<file path="src/rtl/bcbb_pkg.sv">
// Shared types and constants for the blob centroid and bounding box core.
package bcbb_pkg;

    localparam int PIX_W       = 12;
    localparam int MARGIN_W    = 4;
    localparam int CTR_W       = 16;
    localparam int BOX_W       = 13;
    localparam int USED_W      = 9;
    localparam int FRAC_W      = 4;
    localparam int IN_TDATA_W  = 24;
    localparam int OUT_TDATA_W = 96;
    localparam int OUT_PAD_W   = OUT_TDATA_W - (2 * CTR_W + 4 * BOX_W + USED_W);

    localparam logic [MARGIN_W-1:0] MARGIN_RESET = MARGIN_W'(3);

    typedef enum logic [1:0] {
        ST_COLLECT,
        ST_LOAD,
        ST_DIVIDE,
        ST_FINISH
    } t_state;

    // Commands from the controller to the datapath.
    typedef struct packed {
        logic accept;     // take the input beat into the accumulators
        logic div_start;  // load both dividers from the accumulators
        logic out_load;   // capture the result and clear the accumulators
    } t_cmd;

    // Status from the datapath to the controller.
    typedef struct packed {
        logic div_done;
    } t_sts;

endpackage

</file>
<file path="src/rtl/bcbb_div.sv">
// Restoring bit-serial divider, one quotient bit per cycle.
module bcbb_div #(
    parameter int NUM_W = 29,
    parameter int DEN_W = 9
) (
    input  logic                      i_clk,
    input  logic                      i_rst_n,
    input  logic                      i_start,
    input  logic [NUM_W-1:0]          i_num,
    input  logic [DEN_W-1:0]          i_den,
    output logic [bcbb_pkg::CTR_W-1:0] o_quo,
    output logic                      o_done
);
    import bcbb_pkg::*;

    localparam int CNT_W = $clog2(NUM_W + 1);

    logic [CNT_W-1:0] r_cnt, n_cnt;
    logic [NUM_W-1:0] r_num, n_num;
    logic [DEN_W-1:0] r_den, n_den;
    logic [DEN_W-1:0] r_rem, n_rem;
    logic [CTR_W-1:0] r_quo, n_quo;
    logic [DEN_W:0]   trial;
    logic             fits;

    assign trial = {r_rem, r_num[NUM_W-1]};
    assign fits  = trial >= {1'b0, r_den};

    always_comb begin
        n_cnt = r_cnt;
        n_num = r_num;
        n_den = r_den;
        n_rem = r_rem;
        n_quo = r_quo;
        if (i_start) begin
            n_cnt = CNT_W'(NUM_W);
            n_num = i_num;
            n_den = i_den;
            n_rem = '0;
            n_quo = '0;
        end else if (r_cnt != '0) begin
            n_cnt = r_cnt - CNT_W'(1);
            n_num = {r_num[NUM_W-2:0], 1'b0};
            n_rem = fits ? DEN_W'(trial - {1'b0, r_den}) : trial[DEN_W-1:0];
            n_quo = {r_quo[CTR_W-2:0], fits};
        end
    end

    always_ff @(posedge i_clk) begin
        if (!i_rst_n) begin
            r_cnt <= '0;
        end else begin
            r_cnt <= n_cnt;
        end
        r_num <= n_num;
        r_den <= n_den;
        r_rem <= n_rem;
        r_quo <= n_quo;
    end

    assign o_quo  = r_quo;
    assign o_done = (r_cnt == '0);

endmodule

</file>
<file path="src/rtl/bcbb_dp.sv">
// Datapath: accumulators, margin register, dividers and result register.
module bcbb_dp #(
    parameter int MAX_POINTS = 256
) (
    input  logic                               i_clk,
    input  logic                               i_rst_n,
    input  bcbb_pkg::t_cmd                     i_cmd,
    output bcbb_pkg::t_sts                     o_sts,
    input  logic [bcbb_pkg::PIX_W-1:0]         i_pixel_x,
    input  logic [bcbb_pkg::PIX_W-1:0]         i_pixel_y,
    input  logic                               i_cfg_we,
    input  logic [bcbb_pkg::MARGIN_W-1:0]      i_cfg_wdata,
    output logic [bcbb_pkg::OUT_TDATA_W-1:0]   o_tdata,
    output logic                               o_dropped
);
    import bcbb_pkg::*;

    localparam int CNT_W = $clog2(MAX_POINTS + 1);
    localparam int SUM_W = PIX_W + CNT_W;
    localparam int NUM_W = SUM_W + FRAC_W;

    logic [MARGIN_W-1:0] r_margin;
    logic [SUM_W-1:0]    r_sum_x, r_sum_y;
    logic [PIX_W-1:0]    r_min_x, r_min_y, r_max_x, r_max_y;
    logic [CNT_W-1:0]    r_count;
    logic                r_over;
    logic [OUT_TDATA_W-1:0] r_tdata;
    logic                r_dropped;

    logic                full;
    logic [CTR_W-1:0]    quo_x, quo_y;
    logic                done_x, done_y;
    logic [CTR_W-1:0]    cen_x, cen_y;
    logic [BOX_W-1:0]    left, top, wid, hgt, twice_m;

    assign full = (r_count == CNT_W'(MAX_POINTS));

    always_ff @(posedge i_clk) begin
        if (!i_rst_n) begin
            r_margin <= MARGIN_RESET;
        end else if (i_cfg_we) begin
            r_margin <= i_cfg_wdata;
        end
    end

    always_ff @(posedge i_clk) begin
        if (!i_rst_n) begin
            r_sum_x <= '0;
            r_sum_y <= '0;
            r_min_x <= '0;
            r_min_y <= '0;
            r_max_x <= '0;
            r_max_y <= '0;
            r_count <= '0;
            r_over  <= 1'b0;
        end else if (i_cmd.out_load) begin
            r_sum_x <= '0;
            r_sum_y <= '0;
            r_min_x <= '0;
            r_min_y <= '0;
            r_max_x <= '0;
            r_max_y <= '0;
            r_count <= '0;
            r_over  <= 1'b0;
        end else if (i_cmd.accept) begin
            if (full) begin
                r_over <= 1'b1;
            end else begin
                r_sum_x <= r_sum_x + SUM_W'(i_pixel_x);
                r_sum_y <= r_sum_y + SUM_W'(i_pixel_y);
                r_count <= r_count + CNT_W'(1);
                if (r_count == '0) begin
                    r_min_x <= i_pixel_x;
                    r_max_x <= i_pixel_x;
                    r_min_y <= i_pixel_y;
                    r_max_y <= i_pixel_y;
                end else begin
                    if (i_pixel_x < r_min_x) r_min_x <= i_pixel_x;
                    if (i_pixel_x > r_max_x) r_max_x <= i_pixel_x;
                    if (i_pixel_y < r_min_y) r_min_y <= i_pixel_y;
                    if (i_pixel_y > r_max_y) r_max_y <= i_pixel_y;
                end
            end
        end
    end

    bcbb_div #(.NUM_W(NUM_W), .DEN_W(CNT_W)) u_div_x (
        .i_clk   (i_clk),
        .i_rst_n (i_rst_n),
        .i_start (i_cmd.div_start),
        .i_num   ({r_sum_x, FRAC_W'(0)}),
        .i_den   (r_count),
        .o_quo   (quo_x),
        .o_done  (done_x)
    );

    bcbb_div #(.NUM_W(NUM_W), .DEN_W(CNT_W)) u_div_y (
        .i_clk   (i_clk),
        .i_rst_n (i_rst_n),
        .i_start (i_cmd.div_start),
        .i_num   ({r_sum_y, FRAC_W'(0)}),
        .i_den   (r_count),
        .o_quo   (quo_y),
        .o_done  (done_y)
    );

    assign o_sts.div_done = done_x & done_y;

    // An empty blob yields a zero centroid.
    assign cen_x   = (r_count == '0) ? '0 : quo_x;
    assign cen_y   = (r_count == '0) ? '0 : quo_y;
    assign twice_m = BOX_W'({r_margin, 1'b0});
    assign left    = BOX_W'(r_min_x) - BOX_W'(r_margin);
    assign top     = BOX_W'(r_min_y) - BOX_W'(r_margin);
    assign wid     = BOX_W'(r_max_x) - BOX_W'(r_min_x) + twice_m;
    assign hgt     = BOX_W'(r_max_y) - BOX_W'(r_min_y) + twice_m;

    always_ff @(posedge i_clk) begin
        if (i_cmd.out_load) begin
            r_tdata   <= {OUT_PAD_W'(0), USED_W'(r_count), hgt, wid, top, left, cen_y, cen_x};
            r_dropped <= r_over;
        end
    end

    assign o_tdata   = r_tdata;
    assign o_dropped = r_dropped;

endmodule

</file>
<file path="src/rtl/bcbb_ctrl.sv">
// Controller state machine: accept beats, sequence the division, hand off the result.
module bcbb_ctrl (
    input  logic           i_clk,
    input  logic           i_rst_n,
    input  logic           i_s_tvalid,
    input  logic           i_s_tlast,
    output logic           o_s_tready,
    input  logic           i_m_tready,
    output logic           o_m_tvalid,
    input  bcbb_pkg::t_sts i_sts,
    output bcbb_pkg::t_cmd o_cmd
);
    import bcbb_pkg::*;

    t_state r_state, n_state;
    logic   r_m_valid, n_m_valid;
    logic   out_free;

    assign out_free = !r_m_valid || i_m_tready;

    always_comb begin
        n_state = r_state;
        case (r_state)
            ST_COLLECT: if (i_s_tvalid && i_s_tlast) n_state = ST_LOAD;
            ST_LOAD:    n_state = ST_DIVIDE;
            ST_DIVIDE:  if (i_sts.div_done) n_state = ST_FINISH;
            ST_FINISH:  if (out_free) n_state = ST_COLLECT;
            default:    n_state = ST_COLLECT;
        endcase
    end

    always_comb begin
        o_s_tready      = 1'b0;
        o_cmd.accept    = 1'b0;
        o_cmd.div_start = 1'b0;
        o_cmd.out_load  = 1'b0;
        case (r_state)
            ST_COLLECT: begin
                o_s_tready   = 1'b1;
                o_cmd.accept = i_s_tvalid;
            end
            ST_LOAD:   o_cmd.div_start = 1'b1;
            ST_DIVIDE: ;
            ST_FINISH: o_cmd.out_load = out_free;
            default:   ;
        endcase
    end

    always_comb begin
        n_m_valid = r_m_valid;
        if (o_cmd.out_load) begin
            n_m_valid = 1'b1;
        end else if (i_m_tready) begin
            n_m_valid = 1'b0;
        end
    end

    always_ff @(posedge i_clk) begin
        if (!i_rst_n) begin
            r_state   <= ST_COLLECT;
            r_m_valid <= 1'b0;
        end else begin
            r_state   <= n_state;
            r_m_valid <= n_m_valid;
        end
    end

    assign o_m_tvalid = r_m_valid;

endmodule

</file>
<file path="src/rtl/blob_centroid_bounding_box_core.sv">
// Top level of the blob centroid and bounding box core.
//
//  channel   dir  handshake                  payload
//  s_axis    in   s_axis_tvalid/tready       tdata: pixel_x, pixel_y; tlast: last_point
//  m_axis    out  m_axis_tvalid/tready       tdata: centroid, box, points_used;
//                                            tuser: points_dropped
//  cfg       in   i_cfg_we (no wait)         i_cfg_wdata: box_margin
//
// A pixel beat without tlast is taken at once, so such beats stream back to back.
// A beat with tlast starts two serial dividers (one quotient bit per cycle over the
// SUM_W+4 bit dividend); the input stalls through the load, divide and finish states.
// The result sits in an output register; a waiting result holds the next blob at the
// end of its division, with the input stalled until the register drains.
// Synchronous active-low reset clears the accumulators and loads a margin of 3.
module blob_centroid_bounding_box_core #(
    parameter int MAX_POINTS = 256
) (
    input  logic                                i_clk,
    input  logic                                i_rst_n,
    // [11:0] pixel_x, [23:12] pixel_y
    input  logic [bcbb_pkg::IN_TDATA_W-1:0]     s_axis_tdata,
    input  logic                                s_axis_tvalid,
    input  logic                                s_axis_tlast,
    output logic                                s_axis_tready,
    // [15:0] center_x, [31:16] center_y, [44:32] box_left, [57:45] box_top,
    // [70:58] box_width, [83:71] box_height, [92:84] points_used, [95:93] zero
    output logic [bcbb_pkg::OUT_TDATA_W-1:0]    m_axis_tdata,
    // [0] points_dropped
    output logic                                m_axis_tuser,
    output logic                                m_axis_tvalid,
    input  logic                                m_axis_tready,
    input  logic                                i_cfg_we,
    input  logic [bcbb_pkg::MARGIN_W-1:0]       i_cfg_wdata
);
    import bcbb_pkg::*;

    t_cmd cmd;
    t_sts sts;

    bcbb_ctrl u_ctrl (
        .i_clk      (i_clk),
        .i_rst_n    (i_rst_n),
        .i_s_tvalid (s_axis_tvalid),
        .i_s_tlast  (s_axis_tlast),
        .o_s_tready (s_axis_tready),
        .i_m_tready (m_axis_tready),
        .o_m_tvalid (m_axis_tvalid),
        .i_sts      (sts),
        .o_cmd      (cmd)
    );

    // Datapath holds the accumulators, the dividers and the result register.
    bcbb_dp #(.MAX_POINTS(MAX_POINTS)) u_dp (
        .i_clk       (i_clk),
        .i_rst_n     (i_rst_n),
        .i_cmd       (cmd),
        .o_sts       (sts),
        .i_pixel_x   (s_axis_tdata[PIX_W-1:0]),
        .i_pixel_y   (s_axis_tdata[2*PIX_W-1:PIX_W]),
        .i_cfg_we    (i_cfg_we),
        .i_cfg_wdata (i_cfg_wdata),
        .o_tdata     (m_axis_tdata),
        .o_dropped   (m_axis_tuser)
    );

endmodule

</file>
<file path="config.mk">
export PLATFORM = sky130hd
export DESIGN_NAME = blob_centroid_bounding_box_core
export DESIGN_NICKNAME = d
export VERILOG_FILES = /design/src/rtl/bcbb_pkg.sv /design/src/rtl/bcbb_div.sv /design/src/rtl/bcbb_dp.sv /design/src/rtl/bcbb_ctrl.sv /design/src/rtl/blob_centroid_bounding_box_core.sv
export SDC_FILE = /design/constraint.sdc
export NUM_CORES = 1
export LEC_CHECK = 0
export BUFFER_PORTS_ARGS = -buffer_cell sky130_fd_sc_hd__buf_2
export CAP_MARGIN = 5
export CORE_ASPECT_RATIO = 1.4
export CORE_UTILIZATION = 34
export DETAILED_ROUTE_END_ITERATION = 16
export GPL_TIMING_DRIVEN = 0
export MAX_ROUTING_LAYER = met4
export PLACE_DENSITY_LB_ADDON = 0.25
export RECOVER_POWER = 25
export SYNTH_ARGS = -nofsm -noshare
export SYNTH_HDL_FRONTEND = slang
export SYNTH_SLANG_ARGS = --single-unit
</file>
<file path="constraint.sdc">
create_clock -name i_clk -period 6.45 [get_ports i_clk]
set_input_delay 0.645 -clock i_clk [delete_from_list [all_inputs] [get_ports i_clk]]
set_output_delay 0.645 -clock i_clk [all_outputs]
set_load 0.03 [all_outputs]
</file>
======== Word-level counts from Yosys, hierarchy flattened ========
Index checks and enable logic that the tools add are counted.
storage, ports and cells
  register bits ........................... 312
  bits of input ports ..................... 34
  output and inout port bits .............. 99
  word-level logic and storage cells ...... 107
operators by class
  add/sub/neg operators ................... 13
  order comparisons ....................... 6
  eq/ne operators ......................... 7
  mux-type cells .......................... 28
  bitwise logic cells ..................... 3
  reductions and logical operators ........ 25
operators by type and width
  kind                                                                 count
  25-bit two-way mux                                                   4
  12-bit two-way mux                                                   8
  21-bit by 12-bit adder with 21-bit output                            2
  13-bit by 5-bit adder with 13-bit output                             2
  12-bit by 12-bit subtractor with 13-bit output                       2
  12-bit by 4-bit subtractor with 13-bit output                        2
  12-bit greater-than comparator                                       2
  12-bit < comparator                                                  2
  10-bit by 9-bit greater-or-equal comparator with 1-bit output        2
  5-bit two-way mux                                                    4
  9-bit two-way mux                                                    2
  9-bit subtractor                                                     2
  3-bit AND reduction                                                  5
  2-bit nonzero test                                                   7
  5-bit logical NOT                                                    2
  5-bit nonzero test                                                   2
  5-bit by 1-bit subtractor with 5-bit output (second input constant)  2
  9-bit by 1-bit adder with 9-bit output (second input constant)       1
  9-bit == test (second input constant)                                1
  9-bit logical NOT                                                    1
  2-bit case mux with 4 select lines                                   1
  1-bit two-way mux                                                    6
  2-bit two-way mux                                                    3
  2-bit == test (second input constant)                                2
  11 further kinds                                                     15

======== Longest topological paths before layout ========
Gate-level depths: netlist of the first run.
  word-level depth ........................ 4
  gate-level depth with buffers ........... 12
  depth with buffers taken out ............ 12

======== Cells and area by module ========
A second synthesis of the first run with hierarchy kept.
second synthesis, totals
  cell total of the unflattened synthesis .. 1,668
  area total of the unflattened synthesis .. 17,197.7 um^2
modules (own cells, without submodules)
  module     times used  cells an instance  area each (um^2)  sequential area each (um^2)
  bcbb_dp    1           1,105              11,049.3          4,904.7
  bcbb_div   2           270                2,964.1           1,621.6
  bcbb_ctrl  1           23                 220.2             60.1

======== Worst setup path before layout of the first run ========
OpenSTA, ideal clock, no wires.
  path kind ............................... in2reg
  start point ............................. input m_axis_tready
  end point ............................... register u_dp.r_dropped (netlist: u_dp.o_dropped), enable pin
  setup time .............................. 0.448 ns
  data arrival time ....................... 2.697 ns
  required time ........................... 6.002 ns
  slack ................................... 3.306 ns
  stages on the path ...................... 3
  buffers on the path ..................... 0
  cells stage by stage .................... nor2b_1 -> nand2b_1 -> inv_1
on the way
  cells in the longest elaborated chain, start to end .. 2
ends and longest elaborated chain
  what                  RTL line                               text
  start, declared       blob_centroid_bounding_box_core.sv:31  input logic m_axis_tready,
  1-bit logical OR      bcbb_ctrl.sv:19                        assign out_free = !r_m_valid || i_m_tready;
  1-bit two-way mux     bcbb_ctrl.sv:37                        case (r_state)
  end signal, assigned  bcbb_dp.sv:121                         r_dropped <= r_over;
  end, declared         bcbb_dp.sv:28                          logic r_dropped;
Every way passes these cells.
A chain may end at the register's enable or synchronous reset.

======== Worst setup path in the final report of the first run ========
  start point ............................. register u_dp.u_div_y.r_cnt[0]
  end point ............................... register u_dp.u_div_y.r_num[11], enable pin
on the way
  cells in the longest elaborated chain, start to end .. 2
ends and longest elaborated chain
  what                                 RTL line        text
  start, declared                      bcbb_div.sv:18  logic [CNT_W-1:0] r_cnt, n_cnt;
  start signal, assigned               bcbb_div.sv:53  r_cnt <= n_cnt;
  5-bit nonzero test                   bcbb_div.sv:41  end else if (r_cnt != '0) begin
  2-bit nonzero test (no source line)  n/a
  end signal, assigned                 bcbb_div.sv:55  r_num <= n_num;
  end, declared                        bcbb_div.sv:19  logic [NUM_W-1:0] r_num, n_num;
Every way passes these cells.

==> impl_metrics.json, run 1 <==
{
  "crit_type": "reg2reg",
  "rsz0062_at_grt": "no",
  "io_pins": 133,
  "synth_flop_cell": "dfxtp_1",
  "async_flop_share_pct": 0,
  "slew_headroom_pct": 4.119,
  "p_leak_nw": 7.315,
  "hold_violations": 0,
  "gp_congestion": 0.8776,
  "arrival_ps": 3410,
  "drt_first_pass_iters": 5,
  "period_minus_slack_ps": 3369,
  "post-route-util_pct": 39.73,
  "htreeDepth": 2,
  "cts_buffers": 34,
  "die_area_um2": 49940,
  "path_cells": "inv_1 > ha_1 > nor4b_1 > clkbuf_1 > clkbuf_1 > nand2_1",
  "layout.cells.non_filler": 2468,
  "clkLatencyLatePin_ps": 520,
  "skew_ps": 16.91,
  "vias": 12380,
  "drc": 0,
  "powerDensity_nw_per_um2": 499.3,
  "synthCells": 1643,
  "final_common_cell": "nand2_1",
  "syn2layout_area_growth_pct": 14.99,
  "cts.clk_slew.worst_paths_ps": 60,
  "via_per_inst": 5.016,
  "drv_slew": 0,
  "grt_max_degree": 76,
  "layout_common_cells": "nand2_1 (187), dfxtp_1 (167), edfxtp_1 (145)",
  "wire_per_inst_um": 16.65,
  "tightest_slew_ps": 1430,
  "cts_sinks": 312,
  "cts_root_buffer": "clkbuf_16",
  "rr_worst_depth": 6,
  "nFillCells": 4839,
  "rows": 95,
  "hp-class": "in2reg",
  "port_buffers": 128,
  "drive_gt1_share_pct": 10.41,
  "holdWs_ps": 367.5,
  "yosysSeqAreaShare_pct": 46.17,
  "core_um2": 48260,
  "crit_top_cell": "clkbuf_1",
  "holdBufCountCts": 0,
  "vdd.ir_drop.worst_mv": 0.1850,
  "place_inst": 2404,
  "start_util_pct": 34.55,
  "cp.required_ps": 6490,
  "grt.total_usage_pct": 16.86,
  "antenna_found_initial": 4,
  "cts_buffer_depth": 3,
  "synth_cell_types": 74,
  "syn_area_per_cell_um2": 10.15,
  "cts_tree": "built",
  "postRouteWirelength_um": 41100,
  "max_stage_delay_ps": 690,
  "status": "complete, no violations",
  "ys_ff_latch": 312,
  "drv_cap": 0,
  "syn_area_um2": 16670,
  "finalCritPeriodShare_pct": 52.23,
  "whs_path_depth": 3,
  "cp_slowest_cell": "nand2_1",
  "die_w_um": 189.2,
  "fin_nets": 2004,
  "chipHeight_um": 264.0,
  "cts-resized-gates": 0,
  "endpoint_kind": "flip-flop",
  "dpl.hpwl_um": 30650,
  "cts_setup_buffers": 0,
  "grt-ovfl-total": 0,
  "ant_nets": 0,
  "fin_setup_tns_ps": 0,
  "crit_fanout": 21,
  "finalSetupViolCount": 0,
  "max_freq_mhz": 296.8,
  "synth_edf_count": 145,
  "grt_pass1_wl_um": 65370,
  "drt_iter0_markers": 736,
  "synth_warnings": 0,
  "start_kind": "flip-flop",
  "grt_pass1_vias": 12390
}
synthesized netlist by cell type (all sizes together) (37+ instances only):
| cell | number | share of area [%] |
|---|---|---|
| nand2 | 187 | 4.2 |
| dfxtp | 167 | 20 |
| edfxtp | 145 | 26 |
| ha | 144 | 11 |
| inv | 119 | 2.7 |
| a21oi | 103 | 3.1 |
| nor2 | 92 | 2.1 |
| o21ai | 77 | 2.3 |
| xnor2 | 66 | 3.5 |
| nand3 | 63 | 1.9 |
| nor2b | 54 | 2.0 |
| mux2 | 40 | 2.7 |
| clkbuf | 37 | 0.83 |
sequential cells by signal (all words and copies together) (netlist names):
register and flops:
u_dp.r_sum_y 21, u_ctrl.o_m_tvalid 1, u_dp.r_min_x 12, u_dp.u_div_x.o_quo 16, u_dp.o_dropped 1, u_dp.u_div_x.r_den 9
u_dp.u_div_y.r_cnt 5, u_ctrl.r_state 2, u_dp.u_div_y.r_num 21, u_dp.u_div_x.r_rem 9, u_dp.r_max_y 12, u_dp.r_over 1
u_dp.u_div_y.r_rem 9, u_dp.u_div_x.r_num 21, u_dp.r_count 9, u_dp.r_margin 4, u_dp.o_tdata 93, u_dp.r_sum_x 21
u_dp.r_max_x 12, u_dp.u_div_x.r_cnt 5, u_dp.u_div_y.o_quo 16, u_dp.r_min_y 12
kinds of logic after synthesis:
kind of cell / synth area share (%)
muxes: 4.743
other: 0.02249
and+or+nand+nor: 15.07
adders and majority gates: 12.73
DFF: 46.17
buffers and inverters: 4.458
xor gates and xnor gates: 4.570
AOI/OAI and AO/OA: 12.24
through the flow:
stage | power, mW | area, um2 | worst slack [ps]
6_report | 9.573 | 19170 | 3081
5_1_grt | 10.28 | 19170 | 2852
4_1_cts | 9.680 | 19250 | 3081
3_5_place_dp | 7.646 | 18140 | 3079
3_3_place_gp | 7.548 | 18110 | 2087
2_1_floorplan | 6.489 | 16680 | 3306
critical path, delay by kind of cell (launching register included):
family        cells  cell delay (ps)
fa+ha+maj         1              200
buf+inv           3             1090
simple gates      2             1290
flops             1              310
worst paths after layout:
check / start / end / slack (ps)
max: u_dp.u_div_y.r_cnt[0] / u_dp.u_div_y.r_num[11] / 3080
min: i_cfg_wdata[1] / u_dp.r_margin[1] / 370
max reg2reg: u_dp.u_div_y.r_cnt[0] / u_dp.u_div_y.r_num[11] / 3080
min reg2reg: u_dp.u_div_y.o_quo[15] / u_dp.u_div_y.o_quo[15] / 450
layer usage:
layer  part of all wire [%]  track usage, %  routed length (um)  vias to the layer above
li1                       -               -                   -                     6164
met1                     42           19.00               17120                     5904
met2                     51           29.86               21020                      223
met3                    3.6           2.378                1462                       89
met4                    3.6           6.539                1497                        0
met5                      0               -                   0                        -
area by class of cell:
| cell class | instances | area [um2] | share of cell area [%] |
|---|---|---|---|
| multi-input cells | 1150 | 8239 | 42.97 |
| clock inverters | 12 | 120.1 | 0.6265 |
| flip-flops and latches | 312 | 7697 | 40.15 |
| well taps | 630 | 788.3 | 4.111 |
| repair buffers | 129 | 576.8 | 3.009 |
| clock buffers | 48 | 996.0 | 5.195 |
| plain buffers | 64 | 296.5 | 1.547 |
| diodes | 4 | 10.01 | 0.05221 |
| inverters | 119 | 447.9 | 2.336 |
where the power goes:
part,switching (mW),internal (mW),leakage [nW]
sequential,0.323,2.83,2.74
combinational,2.66,1.78,4.02
clock,0.819,1.16,0.552
total,3.80,5.77,7.31
Note: power is estimated with default switching activity, not from simulation.
==> run 2, diff against run 1 <==
==> constraint.sdc (replaced) <==
create_clock -name i_clk -period 3.05 [get_ports i_clk]
set_input_delay 0.305 -clock i_clk [delete_from_list [all_inputs] [get_ports i_clk]]
set_output_delay 0.305 -clock i_clk [all_outputs]
set_load 0.03 [all_outputs]
==> run 2 against run 1 <==
Net effect:
- cell count grew 0.12%
- die area is the same
- core utilization grew 0.13 points
- worst hold slack lost 330 ps
- combinational power grew 120%
- final area grew 0.33%
- clock skew is essentially flat
- sequential power grew 110%
- routed wire length grew 0.15%
- total power grew 110%
- register-to-register slack lost 2900 ps
- critical path type unchanged
- highest routed layer unchanged
==> impl_metrics.json, run 2 (synthesized netlist as in run 1, its figures left out) <==
{
  "p_sw_mw": 8.141,
  "clock_power_share_pct": 20.4,
  "dp_slack_ps": -321.2,
  "crit_fanout": 3,
  "grt_max_degree": 76,
  "p_sw_share_pct": 39.77,
  "status": "complete, no violations",
  "grt.total_usage_pct": 16.88,
  "period_minus_slack_ps": 2864,
  "use_met3_pct": 2.378,
  "vias": 12400,
  "drt_first_pass_iters": 5,
  "drt_iter0_markers": 732,
  "start_kind": "flip-flop",
  "fin_nets": 2007,
  "via_per_inst": 5.018,
  "p_comb_share_pct": 47.0,
  "p_int_mw": 12.33,
  "grt_pass1_vias": 12400,
  "hold_violations": 0,
  "drc": 0,
  "cts_sinks": 312,
  "finalSetupViolCount": 0,
  "endpoint_kind": "flip-flop",
  "final_common_cell": "nand2_1",
  "pwr-share-seq_pct": 32.5,
  "final_area_um2": 19240,
  "drive_gt1_share_pct": 9.962,
  "htreeDepth": 2,
  "postRouteWirelength_um": 41160,
  "io_pins": 133,
  "vdd.ir_drop.worst_mv": 0.3781,
  "tightest_slew_ps": 1056,
  "die_area_um2": 49940,
  "start_util_pct": 34.55,
  "grt-ovfl-total": 0,
  "cp.required_ps": 3290,
  "clkLatencyLatePin_ps": 520,
  "wire_per_inst_um": 16.66,
  "crit_type": "reg2reg",
  "layout_common_cells": "nand2_1 (185), dfxtp_1 (165), edfxtp_1 (145)",
  "drv_cap": 0,
  "nFillCells": 4840,
  "post-route-util_pct": 39.86,
  "cts_buffers": 34,
  "largest_register_ff_count": 93,
  "cts_buffer_depth": 3,
  "skew_ps": 17.06,
  "core_um2": 48260,
  "drv_slew": 0,
  "fin_setup_tns_ps": 0,
  "hp-class": "in2reg",
  "grt_pass1_wl_um": 65460,
  "chipHeight_um": 264.0,
  "p_leak_nw": 7.296,
  "cts.clk_slew.worst_paths_ps": 60,
  "slew_headroom_pct": 29.09,
  "met2_usage_pct": 29.90,
  "ant_nets": 0,
  "dpl_cell_area_um2": 18140,
  "rows": 95,
  "arrival_ps": 3110,
  "met1_usage_pct": 19.03,
  "max_freq_mhz": 349.2,
  "port_buffers": 128,
  "dpl.hpwl_um": 30650,
  "die_w_um": 189.2,
  "cts_tree": "built",
  "busiest_layer": "met2",
  "gp_congestion": 0.8776,
  "cts_root_buffer": "clkbuf_16",
  "finalCritPeriodShare_pct": 93.90,
  "antenna_found_initial": 4,
  "powerDensity_nw_per_um2": 1064,
  "syn2layout_area_growth_pct": 15.38,
  "layout_setup_ws_ps": 186.1
}
run 2: cell count changes in the layout (fill, tap and decap cells not counted), sizes merged:
cell,change
inv,+1
clkbuf,+23
buf,-20
clkinvlp,-1
run 2: layout make-up:
type	count	area [um2]	share of cell area, %
inverter	119	449.2	2.335
tap	630	788.3	4.098
buffer	64	296.5	1.542
timing repair buffer	132	570.5	2.966
multi-input combinational	1150	8305	43.18
clock buffer	48	996.0	5.178
clock inverter	12	120.1	0.6244
sequential	312	7700	40.03
antenna	4	10.01	0.05204
run 2: per-layer routing:
| layer | share of wire [%] | vias up | wire length [um] |
|---|---|---|---|
| li1 | - | 6165 | - |
| met1 | 41 | 5888 | 17020 |
| met2 | 51 | 255 | 21180 |
| met3 | 3.6 | 91 | 1484 |
| met4 | 3.6 | 0 | 1468 |
| met5 | 0 | - | 0 |
run 2: metrics by stage:
step	hold slack (ps)	total power, mW	cells
after floorplan	409.1	13.72	1645
after CTS	16.05	20.59	2466
final	35.78	20.47	2471
after detailed placement	444.1	16.17	2404
after global placement	441.8	15.96	2403
after global routing	43.28	21.96	2471
run 2: path summary, 6_finish.rpt:
path / from / endpoint / slack (ps) / cells after the start
worst max-delay path: u_dp.r_max_y[1] / u_dp.o_tdata[82] / 190 / 12
worst min-delay path: i_cfg_wdata[0] / u_dp.r_margin[0] / 40 / 3
worst max register to register: u_dp.r_max_y[1] / u_dp.o_tdata[82] / 190 / 12
worst min register to register: u_dp.u_div_y.o_quo[15] / u_dp.u_div_y.o_quo[15] / 450 / 2
run 2: power by group through the flow:
| stage | clock network [mW] | registers [mW] | logic [mW] |
|---|---|---|---|
| finish | 4.18 | 6.66 | 9.62 |
| global placement | 0 | 6.73 | 9.23 |
| detailed placement | 0 | 6.75 | 9.42 |
| global route | 4.44 | 6.80 | 10.7 |
| floorplan | 0 | 6.71 | 7.01 |
| CTS | 4.31 | 6.66 | 9.61 |
run 2: critical path: stages (launching register included):
cell	delay, ps
dfxtp_1	330
inv_1	80
fa_1	490
inv_1	70
ha_1	160
inv_1	50
fa_1	400
nor2b_1	130
o21a_1	140
o21a_1	160
o21ai_1	110
a211oi_2	310
o311ai_2	140
run 2: what timing repair did:
action                                  CTS  global route
pin swaps                                 1             2
hold buffers                              0             0
endpoints found under the setup margin   47            29
buffers inserted                          2             1
resized for setup                         8             8
